--- config.mk ---
export PLATFORM = sky130hd
export DESIGN_NAME = i2c_master_eeprom_sequencer
export DESIGN_NICKNAME = d
export VERILOG_FILES = /design/src/i2cees_pkg.sv /design/src/i2c_master_eeprom_sequencer.sv /design/src/i2cees_ram.sv
export SDC_FILE = /design/constraint.sdc
export NUM_CORES = 2
export LEC_CHECK = 0
export BUFFER_PORTS_ARGS = -buffer_cell sky130_fd_sc_hd__buf_2
export CORE_MARGIN = 5
export CORE_UTILIZATION = 35
export DETAILED_ROUTE_END_ITERATION = 8
export PLACE_DENSITY = 0.57
export SETUP_SLACK_MARGIN = 0.05
export SYNTH_ARGS = -nofsm -noshare
export SYNTH_HDL_FRONTEND = slang
export SYNTH_SLANG_ARGS = --single-unit
--- constraint.sdc ---
create_clock -name clock -period 4.5 [get_ports clock]
set_input_delay 1.125 -clock clock [delete_from_list [all_inputs] [get_ports clock]]
set_output_delay 1.125 -clock clock [all_outputs]
set_load 0.01 [all_outputs]
--- src/i2cees_pkg.sv ---
// Package for the I2C EEPROM sequencer: codes, field widths, buffer sizing
// and the result word type. It has no dependencies of its own.
`default_nettype none

package i2cees_pkg;

   localparam int BUF_DEPTH = 256;
   localparam int BUF_AW    = (BUF_DEPTH > 1) ? $clog2(BUF_DEPTH) : 1;

   localparam int RQ_DEPTH  = 3;
   localparam int RQ_CW     = 2;

   localparam logic [6:0] DEVICE_ADDR_RESET = 7'd80;

   typedef enum logic [1:0] {
      ACT_START  = 2'd0,
      ACT_LOAD   = 2'd1,
      ACT_STATUS = 2'd2
   } action_type;

   localparam logic [7:0] ST_START     = 8'h08;
   localparam logic [7:0] ST_RSTART    = 8'h10;
   localparam logic [7:0] ST_SLAW_ACK  = 8'h18;
   localparam logic [7:0] ST_SLAW_NACK = 8'h20;
   localparam logic [7:0] ST_DATA_ACK  = 8'h28;
   localparam logic [7:0] ST_ARB_LOST  = 8'h38;
   localparam logic [7:0] ST_SLAR_ACK  = 8'h40;
   localparam logic [7:0] ST_RX_ACK    = 8'h50;
   localparam logic [7:0] ST_RX_NACK   = 8'h58;
   localparam logic [7:0] ST_BUS_ERR   = 8'h00;

   typedef struct packed {
      logic       last;
      logic       rx_valid;
      logic       data_valid;
      logic [7:0] rx_byte;
      logic [7:0] rx_index;
      logic       done_res;
      logic       ctl_aa;
      logic       ctl_sto;
      logic       ctl_sta;
      logic       ctl_si;
      logic [7:0] data_byte;
   } rsp_type;

endpackage

`default_nettype wire

--- src/i2c_master_eeprom_sequencer.sv ---
// Top level of the I2C EEPROM sequencer: decodes start, load and bus status
// words into data and control writes. Depends on i2cees_pkg and i2cees_ram.
`default_nettype none

// Channel  Direction  Handshake          Contents
// req      in         tvalid/tready      tuser action, tdata command fields
// rsp      out        tvalid/tready      tuser flags, tdata bytes, tlast run end
// csr      in         wr_en              seven-bit device address
//
// Each accepted word is decoded in the cycle it is accepted; one word per cycle while req_tready is high.
// Results go to a three-entry queue; req_tready is high while it holds at most
// one result, so a word yielding two results can hold off the next word.
// Reset is synchronous; the transmit buffer RAM is not cleared and holds
// undefined data until loaded. Stalls on rsp back up only through the queue.

module i2c_master_eeprom_sequencer (
   input  wire logic        clock,
   input  wire logic        reset,
   input  wire logic        req_tvalid,
   output      logic        req_tready,
   // tdata: direction, word_addr, length, load_index, load_byte, status_code,
   // rx_data, zero fill
   input  wire logic [63:0] req_tdata,
   // tuser: action
   input  wire logic [1:0]  req_tuser,
   output      logic        rsp_tvalid,
   input  wire logic        rsp_tready,
   // tdata: data_byte, ctl_si, ctl_sta, ctl_sto, ctl_aa, done_res, rx_index,
   // rx_byte, zero fill
   output      logic [31:0] rsp_tdata,
   // tuser: data_valid, rx_valid
   output      logic [1:0]  rsp_tuser,
   output      logic        rsp_tlast,
   input  wire logic        csr_wr_en,
   input  wire logic [6:0]  csr_wr_data
);

   logic                       req_acc;
   i2cees_pkg::action_type     act;
   logic                       in_direction;
   logic [15:0]                in_word_addr;
   logic [8:0]                 in_length;
   logic [7:0]                 in_load_index;
   logic [7:0]                 in_load_byte;
   logic [7:0]                 in_status;
   logic [7:0]                 in_rx_data;

   logic [6:0]                 device_addr_ff;
   logic                       read_mode_ff, read_mode_in;
   logic [15:0]                target_addr_ff, target_addr_in;
   logic [8:0]                 xfer_length_ff, xfer_length_in;
   logic [8:0]                 byte_index_ff, byte_index_in;
   logic                       low_pending_ff, low_pending_in;

   logic                       buf_we;
   logic [i2cees_pkg::BUF_AW-1:0] buf_wr_addr;
   logic [i2cees_pkg::BUF_AW-1:0] buf_rd_addr;
   logic [7:0]                 buf_rd_data;
   logic                       byp_valid_ff;
   logic [7:0]                 byp_data_ff;
   logic [7:0]                 buf_byte;

   i2cees_pkg::rsp_type        res0, res1;
   logic [1:0]                 res_count;
   logic [8:0]                 index_inc;
   logic                       more;

   i2cees_pkg::rsp_type        queue_ff [i2cees_pkg::RQ_DEPTH];
   i2cees_pkg::rsp_type        queue_in [i2cees_pkg::RQ_DEPTH];
   logic [i2cees_pkg::RQ_CW-1:0] count_ff, count_in;
   logic [i2cees_pkg::RQ_CW-1:0] base;
   logic                       pop;

   assign act           = i2cees_pkg::action_type'(req_tuser);
   assign in_direction  = req_tdata[0];
   assign in_word_addr  = req_tdata[16:1];
   assign in_length     = req_tdata[25:17];
   assign in_load_index = req_tdata[33:26];
   assign in_load_byte  = req_tdata[41:34];
   assign in_status     = req_tdata[49:42];
   assign in_rx_data    = req_tdata[57:50];

   assign req_tready = (count_ff <= i2cees_pkg::RQ_CW'(1));
   assign req_acc    = req_tvalid && req_tready;
   assign rsp_tvalid = (count_ff != '0);
   assign pop        = rsp_tvalid && rsp_tready;

   assign buf_we      = req_acc && (act == i2cees_pkg::ACT_LOAD) &&
                        (32'(in_load_index) < i2cees_pkg::BUF_DEPTH);
   assign buf_wr_addr = i2cees_pkg::BUF_AW'(in_load_index);
   assign buf_rd_addr = i2cees_pkg::BUF_AW'(byte_index_in);

   i2cees_ram #(
      .WIDTH (8),
      .DEPTH (i2cees_pkg::BUF_DEPTH)
   ) tx_buf (
      .clock   (clock),
      .wr_en   (buf_we),
      .wr_addr (buf_wr_addr),
      .wr_data (in_load_byte),
      .rd_addr (buf_rd_addr),
      .rd_data (buf_rd_data)
   );

   // A load to the entry being read in the same cycle is forwarded.
   always_ff @(posedge clock) begin
      if (reset) begin
         byp_valid_ff <= 1'b0;
      end else begin
         byp_valid_ff <= buf_we && (buf_wr_addr == buf_rd_addr);
      end
      byp_data_ff <= in_load_byte;
   end

   always_comb begin
      if (32'(byte_index_ff) >= i2cees_pkg::BUF_DEPTH) begin
         buf_byte = 8'h00;
      end else if (byp_valid_ff) begin
         buf_byte = byp_data_ff;
      end else begin
         buf_byte = buf_rd_data;
      end
   end

   assign index_inc = byte_index_ff + 9'd1;
   assign more      = ({1'b0, index_inc} + 10'd1) < {1'b0, xfer_length_ff};

   always_comb begin
      read_mode_in   = read_mode_ff;
      target_addr_in = target_addr_ff;
      xfer_length_in = xfer_length_ff;
      byte_index_in  = byte_index_ff;
      low_pending_in = low_pending_ff;
      res0           = '0;
      res1           = '0;
      res_count      = 2'd0;
      if (req_acc) begin
         unique case (act)
            i2cees_pkg::ACT_START: begin
               read_mode_in   = in_direction;
               target_addr_in = in_word_addr;
               xfer_length_in = in_length;
               byte_index_in  = 9'd0;
               res0.ctl_sta   = 1'b1;
               res_count      = 2'd1;
            end
            i2cees_pkg::ACT_STATUS: begin
               res0.ctl_si = 1'b1;
               unique case (in_status) inside
                  i2cees_pkg::ST_START: begin
                     res0.data_valid = 1'b1;
                     res0.data_byte  = {device_addr_ff, 1'b0};
                     res_count       = 2'd1;
                  end
                  i2cees_pkg::ST_SLAW_ACK: begin
                     res0.data_valid = 1'b1;
                     res0.data_byte  = target_addr_ff[15:8];
                     low_pending_in  = 1'b1;
                     res_count       = 2'd1;
                  end
                  i2cees_pkg::ST_SLAW_NACK: begin
                     res0.ctl_sta = 1'b1;
                     res0.ctl_sto = 1'b1;
                     res_count    = 2'd1;
                  end
                  i2cees_pkg::ST_DATA_ACK: begin
                     res_count = 2'd1;
                     if (!read_mode_ff && (byte_index_ff < xfer_length_ff)) begin
                        res0.data_valid = 1'b1;
                        res0.ctl_aa     = 1'b1;
                        if (low_pending_ff) begin
                           low_pending_in = 1'b0;
                           res0.data_byte = target_addr_ff[7:0];
                        end else begin
                           res0.data_byte = buf_byte;
                           byte_index_in  = index_inc;
                        end
                     end else if (read_mode_ff && (xfer_length_ff != 9'd0)) begin
                        if (low_pending_ff) begin
                           low_pending_in  = 1'b0;
                           res0.data_valid = 1'b1;
                           res0.data_byte  = target_addr_ff[7:0];
                        end else begin
                           res0.ctl_sta = 1'b1;
                        end
                     end else begin
                        res0.ctl_sto  = 1'b1;
                        res0.done_res = 1'b1;
                     end
                  end
                  i2cees_pkg::ST_ARB_LOST: begin
                     if (!read_mode_ff) begin
                        res0.ctl_sta = 1'b1;
                        res0.ctl_aa  = 1'b1;
                        res_count    = 2'd1;
                     end
                  end
                  i2cees_pkg::ST_BUS_ERR: begin
                     if (!read_mode_ff) begin
                        res0.ctl_sto = 1'b1;
                        res0.ctl_aa  = 1'b1;
                        res1.ctl_si  = 1'b1;
                        res1.ctl_aa  = 1'b1;
                        res_count    = 2'd2;
                     end
                  end
                  i2cees_pkg::ST_RSTART: begin
                     if (read_mode_ff) begin
                        res0.data_valid = 1'b1;
                        res0.data_byte  = {device_addr_ff, 1'b1};
                        res_count       = 2'd1;
                     end
                  end
                  i2cees_pkg::ST_SLAR_ACK: begin
                     if (read_mode_ff) begin
                        res0.ctl_aa = (xfer_length_ff > 9'd1);
                        res_count   = 2'd1;
                     end
                  end
                  i2cees_pkg::ST_RX_ACK, i2cees_pkg::ST_RX_NACK: begin
                     if (read_mode_ff) begin
                        byte_index_in = index_inc;
                        res0.rx_valid = 1'b1;
                        res0.rx_index = byte_index_ff[7:0];
                        res0.rx_byte  = in_rx_data;
                        res_count     = 2'd1;
                        if (in_status == i2cees_pkg::ST_RX_ACK) begin
                           res0.ctl_aa = more;
                        end else if (!more) begin
                           res0.ctl_sto  = 1'b1;
                           res0.done_res = 1'b1;
                        end
                     end
                  end
                  default: begin
                  end
               endcase
            end
            default: begin
            end
         endcase
      end
      if (res_count == 2'd2) begin
         res1.last = 1'b1;
      end else begin
         res0.last = 1'b1;
      end
   end

   always_comb begin
      base = count_ff - i2cees_pkg::RQ_CW'(pop);
      for (int i = 0; i < i2cees_pkg::RQ_DEPTH; i++) begin
         if (pop && (i < i2cees_pkg::RQ_DEPTH - 1)) begin
            queue_in[i] = queue_ff[i+1];
         end else begin
            queue_in[i] = queue_ff[i];
         end
         if ((res_count != 2'd0) && (i2cees_pkg::RQ_CW'(i) == base)) begin
            queue_in[i] = res0;
         end
         if ((res_count == 2'd2) && (i2cees_pkg::RQ_CW'(i) == base + 2'd1)) begin
            queue_in[i] = res1;
         end
      end
      count_in = base + i2cees_pkg::RQ_CW'(res_count);
   end

   always_ff @(posedge clock) begin
      if (reset) begin
         device_addr_ff <= i2cees_pkg::DEVICE_ADDR_RESET;
         read_mode_ff   <= 1'b0;
         target_addr_ff <= '0;
         xfer_length_ff <= '0;
         byte_index_ff  <= '0;
         low_pending_ff <= 1'b0;
         count_ff       <= '0;
      end else begin
         if (csr_wr_en) begin
            device_addr_ff <= csr_wr_data;
         end
         read_mode_ff   <= read_mode_in;
         target_addr_ff <= target_addr_in;
         xfer_length_ff <= xfer_length_in;
         byte_index_ff  <= byte_index_in;
         low_pending_ff <= low_pending_in;
         count_ff       <= count_in;
      end
      queue_ff <= queue_in;
   end

   assign rsp_tdata = {3'b000, queue_ff[0].rx_byte, queue_ff[0].rx_index,
                       queue_ff[0].done_res, queue_ff[0].ctl_aa, queue_ff[0].ctl_sto,
                       queue_ff[0].ctl_sta, queue_ff[0].ctl_si, queue_ff[0].data_byte};
   assign rsp_tuser = {queue_ff[0].rx_valid, queue_ff[0].data_valid};
   assign rsp_tlast = queue_ff[0].last;

   a_queue_bound: assert property (@(posedge clock) disable iff (reset)
      count_ff <= i2cees_pkg::RQ_CW'(i2cees_pkg::RQ_DEPTH))
      else $error("result queue overflow");

   a_start_clears_index: assert property (@(posedge clock) disable iff (reset)
      (req_acc && (act == i2cees_pkg::ACT_START)) |=> (byte_index_ff == 9'd0))
      else $error("start did not clear the byte pointer");

   a_addr_pending: assert property (@(posedge clock) disable iff (reset)
      (req_acc && (act == i2cees_pkg::ACT_STATUS) &&
       (in_status == i2cees_pkg::ST_SLAW_ACK)) |=> low_pending_ff)
      else $error("low address byte not marked pending");

   a_accept_room: assert property (@(posedge clock) disable iff (reset)
      req_acc |=> (count_ff <= i2cees_pkg::RQ_CW'(i2cees_pkg::RQ_DEPTH)) &&
                  ($past(count_ff) <= i2cees_pkg::RQ_CW'(1)))
      else $error("word accepted without queue room");

endmodule

`default_nettype wire

--- src/i2cees_ram.sv ---
// Generic single-write, single-read RAM with a registered read port.
// Stand-alone; used for the transmit buffer of the EEPROM sequencer.
`default_nettype none

module i2cees_ram #(
   parameter int WIDTH = 8,
   parameter int DEPTH = 256
) (
   input  wire logic                                   clock,
   input  wire logic                                   wr_en,
   input  wire logic [((DEPTH > 1) ? $clog2(DEPTH) : 1)-1:0] wr_addr,
   input  wire logic [WIDTH-1:0]                       wr_data,
   input  wire logic [((DEPTH > 1) ? $clog2(DEPTH) : 1)-1:0] rd_addr,
   output      logic [WIDTH-1:0]                       rd_data
);

   logic [WIDTH-1:0] mem_ff [DEPTH];
   logic [WIDTH-1:0] rd_data_ff;

   always_ff @(posedge clock) begin
      if (wr_en) begin
         mem_ff[wr_addr] <= wr_data;
      end
      rd_data_ff <= mem_ff[rd_addr];
   end

   assign rd_data = rd_data_ff;

endmodule

`default_nettype wire
-- After elaboration in Yosys (flattened, before gate mapping)
Memory sizes are Yosys's and may differ from the RTL's. A register that Yosys moved wholly into a read port is not among the register bits.
Index checks and enable logic that the tools add are counted.
Widths: inputs -> output; s select.
- bits in registers: 150
- RAM bits: 2048
- input port bits: 78
- output and inout bits: 37
- word-level logic and storage cells: 176
- memories kept: 1
- add/subtract/negate cells: 5
- $lt $le $gt $ge: 5
- equality and inequality tests: 22
- muxes and demuxes: 66
- reduce and logical (&&, ||, !) cells: 34
- memories (name ; words ; width ; rd ports ; clocked after Yosys merged registers in ; wr ports ; RTL line ; source):
    tx_buf.mem_ff ; 256 ; 8 ; 1 ; 1 ; 1 ; i2cees_ram.sv:17 ; logic [WIDTH-1:0] mem_ff [DEPTH];
- operators with widths (cell ; count):
    $mux 32 ; 8
    $mux 8 ; 8
    $mux 9 ; 4
    $pmux 9 s2 ; 2
    $pmux 8 s4 ; 1
    $mux 31 ; 1
    $mux 1 ; 26
    $eq 8x6->1 const B ; 3
    $eq 8x7->1 const B ; 3
    $mux 21 ; 1
    $mux 19 ; 1
    $eq 8x5->1 const B ; 2
    $mux 16 ; 1
    $reduce_bool 2->1 ; 7
    $logic_and 1x1->1 ; 12
    $add 9x1->10 const B ; 1
    $lt 10x9->1 ; 1
    $add 9x1->9 const B ; 1
    $ge 9x9->1 const B ; 1
    $gt 9x1->1 const B ; 1
    $lt 9x9->1 ; 1
    $ne 3x3->1 const B ; 3
    $reduce_bool 9->1 ; 1
    $eq 8x4->1 const B ; 1
    other kinds (27) ; 41

-- Longest topological paths before layout
- depth after elaboration: 11
- gate-level depth with buffers: 17

-- Cells and area by module
A second synthesis with hierarchy kept.
- cells, all modules: 4673
- area total of the unflattened synthesis: 87321.2 µm²
- by module, submodules not included (module ; instances ; cells each ; area each (µm²) ; sequential area each (µm²)):
    i2cees_ram ; 1 ; 3733 ; 79556.3 ; 61659.1
    i2c_master_eeprom_sequencer ; 1 ; 940 ; 7764.9 ; 3093.0

-- Worst setup path before layout
OpenSTA, ideal clock, no wires.
- path type: input -> register
- start: in req_tdata[43]
- end: reg tx_buf.rd_data_ff[6] (netlist: tx_buf.rd_data[6]) (read register of tx_buf.mem_ff)
- arrival time: 3.913 ns
- path slack: 0.451 ns
- cell stages on the path: 12
- buffers on the path: 1
- cell sequence: or4_4 or3_4 a2111oi_2 o31ai_1 o21bai_1 buf_6 nor4_4 a31oi_1 o211ai_1 nor4_1 a2111oi_1 nor4b_2
- longest elaborated chain between the ends: 5
- elaborated cells on any way between the ends: 7
- those cells by class: eq/ne: 3; mux: 3; reduce/logical: 1
- RTL lines (element ; RTL line ; source):
    start, declared ; i2c_master_eeprom_sequencer.sv:23 ; input wire logic [63:0] req_tdata,
    $eq 8x7->1 ; n/a ;
    $reduce_or 2->1 ; i2c_master_eeprom_sequencer.sv:149 ; unique case (in_status) inside
    $pmux 9 s2 (*) ; i2c_master_eeprom_sequencer.sv:149 ;
    $pmux 9 s2 (*) ; i2c_master_eeprom_sequencer.sv:138 ; unique case (act)
    $mux 8 (*) ; i2c_master_eeprom_sequencer.sv:137 ; if (req_acc) begin
    end, declared ; i2cees_ram.sv:18 ; logic [WIDTH-1:0] rd_data_ff;
Mark *: on every way between the ends. The rest lies on a longest branch, timed or not.
A chain may end at the register's enable or synchronous reset.

-- Final worst setup path
- start: reg xfer_length_ff[4]
- end: reg tx_buf.rd_data_ff[0] (netlist: tx_buf.rd_data[0]) (read register of tx_buf.mem_ff)
- longest elaborated chain between the ends: 6
- RTL lines (element ; RTL line ; source):
    start, declared ; i2c_master_eeprom_sequencer.sv:51 ; logic [8:0] xfer_length_ff, xfer_length_in;
    start signal, assigned ; i2c_master_eeprom_sequencer.sv:283 ; xfer_length_ff <= xfer_length_in;
    $lt 9x9->1 ; i2c_master_eeprom_sequencer.sv:168 ; if (!read_mode_ff && (byte_index_ff < xfer_length_ff)) begin
    $logic_and 1x1->1 ; i2c_master_eeprom_sequencer.sv:168 ;
    $mux 9 ; i2c_master_eeprom_sequencer.sv:168 ;
    $pmux 9 s2 ; i2c_master_eeprom_sequencer.sv:149 ;
    $pmux 9 s2 ; i2c_master_eeprom_sequencer.sv:138 ;
    $mux 8 ; i2c_master_eeprom_sequencer.sv:137 ;
Every way passes these cells. The select of a mux whose other input is x is not followed.

==> tab_implementation.tex <==
\begin{tabular}{lr}
\hline
Metric & Value \\
\hline
\multicolumn{2}{l}{\textbf{Min path}} \\
\quad Class of the most critical hold timing path & reg2reg \\
\multicolumn{2}{l}{\textbf{Final layout}} \\
\quad Multi-input combinational cell area & 22700 um2 \\
\quad Ratio of cells with drive above 1 in the final layout & 0.187 \\
\quad Post-route core utilization & 0.421 \\
\quad Flip-flop and latch area & about 65000 um2 \\
\quad Number of filler cells placed in the layout & 23200 \\
\quad Nets & 7457 \\
\quad Relative area change from synthesis to final layout & 19.9\% \\
\multicolumn{2}{l}{\textbf{Synth}} \\
\quad Post-Syn Instances & 6704 \\
\quad Number of different library cells in the post-synthesis netlist & 90 \\
\quad Synth area leaders & edfxtp\_1, nand2\_1, dfxtp\_1 \\
\quad Top FF cell, synth & edfxtp\_1 \\
\quad Post-Synthesis Mean Instance Area & roughly 13 um2 \\
\quad Flops \& latches, synth & roughly 2200 \\
\quad Synthesis warning total & 0 \\
\quad Share of synthesized area occupied by flip-flops and latches & 0.725 \\
\quad Top cells by count, synth & edfxtp\_1, nand2\_1, nand3\_1, nor2\_1, mux2i\_1 \\
\quad Count of flip-flops with a built-in enable after synthesis & $\sim$2100 \\
\quad Most used standard cell by instance count after synthesis & edfxtp\_1 \\
\quad Post-synthesis cell type with the largest combined area & edfxtp\_1 \\
\quad Netlist Area Pre-Place & 89300 um2 \\
\quad Fraction of synthesis flops using an asynchronous set or reset pin & 0 \\
\quad Area share of the largest cell type after synthesis & 0.691 \\
\multicolumn{2}{l}{\textbf{Setup path}} \\
\quad Top fanout value on the critical path & 8 \\
\quad Crit path required time & 5240 ps \\
\quad Type of element launching the critical path & flip-flop \\
\quad CP Capture Type & flip-flop \\
\quad Critical Path AT & 5160 ps \\
\quad Critical path class & reg2reg \\
\multicolumn{2}{l}{\textbf{Timing}} \\
\quad Final number of max-transition violations & 0 \\
\quad Final min period & 4420 ps \\
\quad Final Hold Vio Count & 0 \\
\quad Slew Limit Headroom & 0.265 \\
\quad Final worst path period share & 0.982 \\
\quad Endpoints failing setup & 0 \\
\quad Transition time of the tightest slew-check pin & 1100 ps \\
\quad Largest clock skew in the final design & 60.7 ps \\
\quad Max frequency & 226 MHz \\
\quad RSZ-0062 raised after global routing & yes \\
\multicolumn{2}{l}{\textbf{Pwr}} \\
\quad PwrDens & 395 nW/um2 \\
\quad Post-route total power & 42.3 mW \\
\quad Maximum VDD drop & 0.350 mV \\
\quad Static leakage & around 37 nW \\
\multicolumn{2}{l}{\textbf{Clock tree}} \\
\quad CTS H-Tree Depth & 4 \\
\quad Clock transition at the register clock pins on the worst setup and hold paths after CTS & approximately 60 ps \\
\quad Sinks on the clock net & 2206 \\
\quad Max Root-Sink Buffers & 3 \\
\quad TritonCTS clock tree & done \\
\quad Latest clock arrival within the worst-skew pair & $\sim$860 ps \\
\quad Cell at the root of the clock tree & clkbuf\_16 \\
\quad Quantity of hold-fixing buffers added after cts & 0 \\
\quad CTS buffer count & 223 \\
\multicolumn{2}{l}{\textbf{Floorplanning}} \\
\quad Die height & 515 um \\
\quad Die width & just over 500 um \\
\quad Floorplan die area & 265000 um2 \\
\quad Placeable core region & between 200000 and 300000 um2 \\
\quad Initial Utilization & 0.352 \\
\quad IO Count & 115 \\
\quad \# rows & 185 \\
\multicolumn{2}{l}{\textbf{Drt}} \\
\quad Wire per inst & 24.4 um \\
\quad Vias per std cell & 5.42 \\
\quad Routed WL & 266000 um \\
\quad First-iteration detailed-routing DRC count & 6426 \\
\quad Number of routed nets with antenna violations & 0 \\
\quad Vias post-DR & $\sim$59000 \\
\quad Length of the first detailed-routing pass in iterations & 9 \\
\quad Post-route DRC violation count & 0 \\
\multicolumn{2}{l}{\textbf{Placed design}} \\
\quad Count of input and output buffers & 105 \\
\quad Final RePlAce weighted congestion & around 0.88 \\
\quad Half-perimeter wire length after placement & 171000 um \\
\multicolumn{2}{l}{\textbf{Global route}} \\
\quad Global-route wire length before repair & 387000 um \\
\quad Maximum number of pins on one net before global-route repair & 123 \\
\quad Overflow left after global routing & 0 \\
\quad Vias in the first global route & 56700 \\
\quad Total routing usage reported by global routing & 0.194 \\
\quad Antenna violations before repair & 11 \\
\multicolumn{2}{l}{\textbf{Flow run}} \\
\quad Max-cap viol count & 0 \\
\multicolumn{2}{l}{\textbf{Outcome}} \\
\quad Run status & complete, no violations \\
\hline
\end{tabular}
[cell usage in the layout, fill, tap and decap left out, types with 13 or more instances in the layout]
cell type and count:
a311oi_1 46, nor2_1 364, mux2_2 16, nand3_1 464, a41o_1 15, a21boi_0 31
dfxtp_1 149, o2111ai_1 15, clkinv_1 50, o21ai_0 72, clkbuf_16 225, nand2_1 1502
o211ai_1 26, bufinv_16 15, a21o_1 15, ha_1 23, a21oi_1 156, nand4_1 40
a31oi_1 138, edfxtp_1 2057, a211oi_1 151, and2_1 20, nor4_1 27, clkinv_2 36
nand2_2 13, mux2i_1 248, o221ai_1 17, a32oi_1 193, buf_4 706, xnor2_1 17
a2111o_1 15, clkbuf_1 45, inv_1 30, buf_12 102, buf_2 97, and3_1 65
nor4_2 21, a22o_1 19
[critical path, stage by stage (launching register included)]
cell and delay (ps):
dfxtp_1 390, inv_1 90, ha_1 340, a21o_1 240, a211o_4 380, a21oi_4 190, a31oi_2 200, o21ai_0 300
a32oi_1 170, buf_4 190, buf_4 120, buf_4 160, nor2_1 110, buf_4 200, o211ai_1 110, nor4_1 570
o31ai_1 170, buf_4 190, nor4b_2 150
[cell type report]
class,instances,share of cell area
multi-input combinational,3963,0.212
sequential,2206,0.605
clock buffer,275,0.0545
timing repair buffer,931,0.0772
inverter,31,0.00109
antenna,10,0.000234
tap,3366,0.0393
clock inverter,130,0.0110
[where the power goes]
group          total [mW]  internal, mW  leakage [nW]  switching (mW)
Clock                18.0          10.1          3.42            7.91
Sequential           22.8          22.7          19.7           0.139
Combinational        1.57         0.553          14.2            1.02
[metal layers]
layer / up-vias / wire, um / GRT usage / share of wire
met5: - / 0 / 0 / 0
met4: 0 / 8620 / 0.0655 / 0.032
met3: 401 / 20400 / 0.0302 / 0.077
li1: 26600 / - / - / -
met1: 29700 / 112000 / 0.269 / 0.42
met2: 2478 / 125000 / 0.313 / 0.47
[state kept, by name, summed over array words and instances, names as in the netlist, 2 cells and up]
register / cells
byp_data_ff: 8
byte_index_ff: 9
tx_buf.mem_ff: 2048
device_addr_ff: 7
rsp_tdata: 29
count_ff: 2
rsp_tuser: 2
tx_buf.rd_data: 8
target_addr_ff: 16
xfer_length_ff: 9
queue_ff: 64
[path summary, 6_finish.rpt]
kind                startpoint                end  slack (ps)  depth (start not counted)
max reg2reg  xfer_length_ff[4]  tx_buf.rd_data[0]          80                         18
min reg2reg       queue_ff[30]       queue_ff[30]         450                          1
min               queue_ff[30]       queue_ff[30]         450                          1
max          xfer_length_ff[4]  tx_buf.rd_data[0]          80                         18
[what timing repair did]
action,in CTS,in global routing
pin swaps,6,10
gates resized for setup,34,62
setup endpoints to repair,8,9
buffers inserted,7,3
cloned,1,2
[per-stage QoR]
stage,cells,hold WS [ps],worst slack (ps),area (um2),setup TNS (ps)
after CTS,10900,397,34.9,107000,0
after detailed placement,10500,443,-914,99400,-6690
after global routing,10900,433,-17.5,107000,-18.9
after floorplan,6706,426,451,89300,0
final,10900,453,79.6,107000,0
after global placement,10500,434,-820,99400,-6170
[kinds of logic after synthesis]
kind of cell / Yosys count / synth area share
AND/OR/NAND/NOR: 2622 / 0.127
flip-flops: 2206 / 0.725
AO/OA/AOI/OAI: 1024 / 0.0840
buffers and inverters: 538 / 0.0284
multiplexers: 264 / 0.0298
XOR/XNOR: 26 / 0.00255
adder cells (fa/ha/maj): 23 / 0.00322
other: 1 / 0.0000420
(Power assumes the default switching activity.)
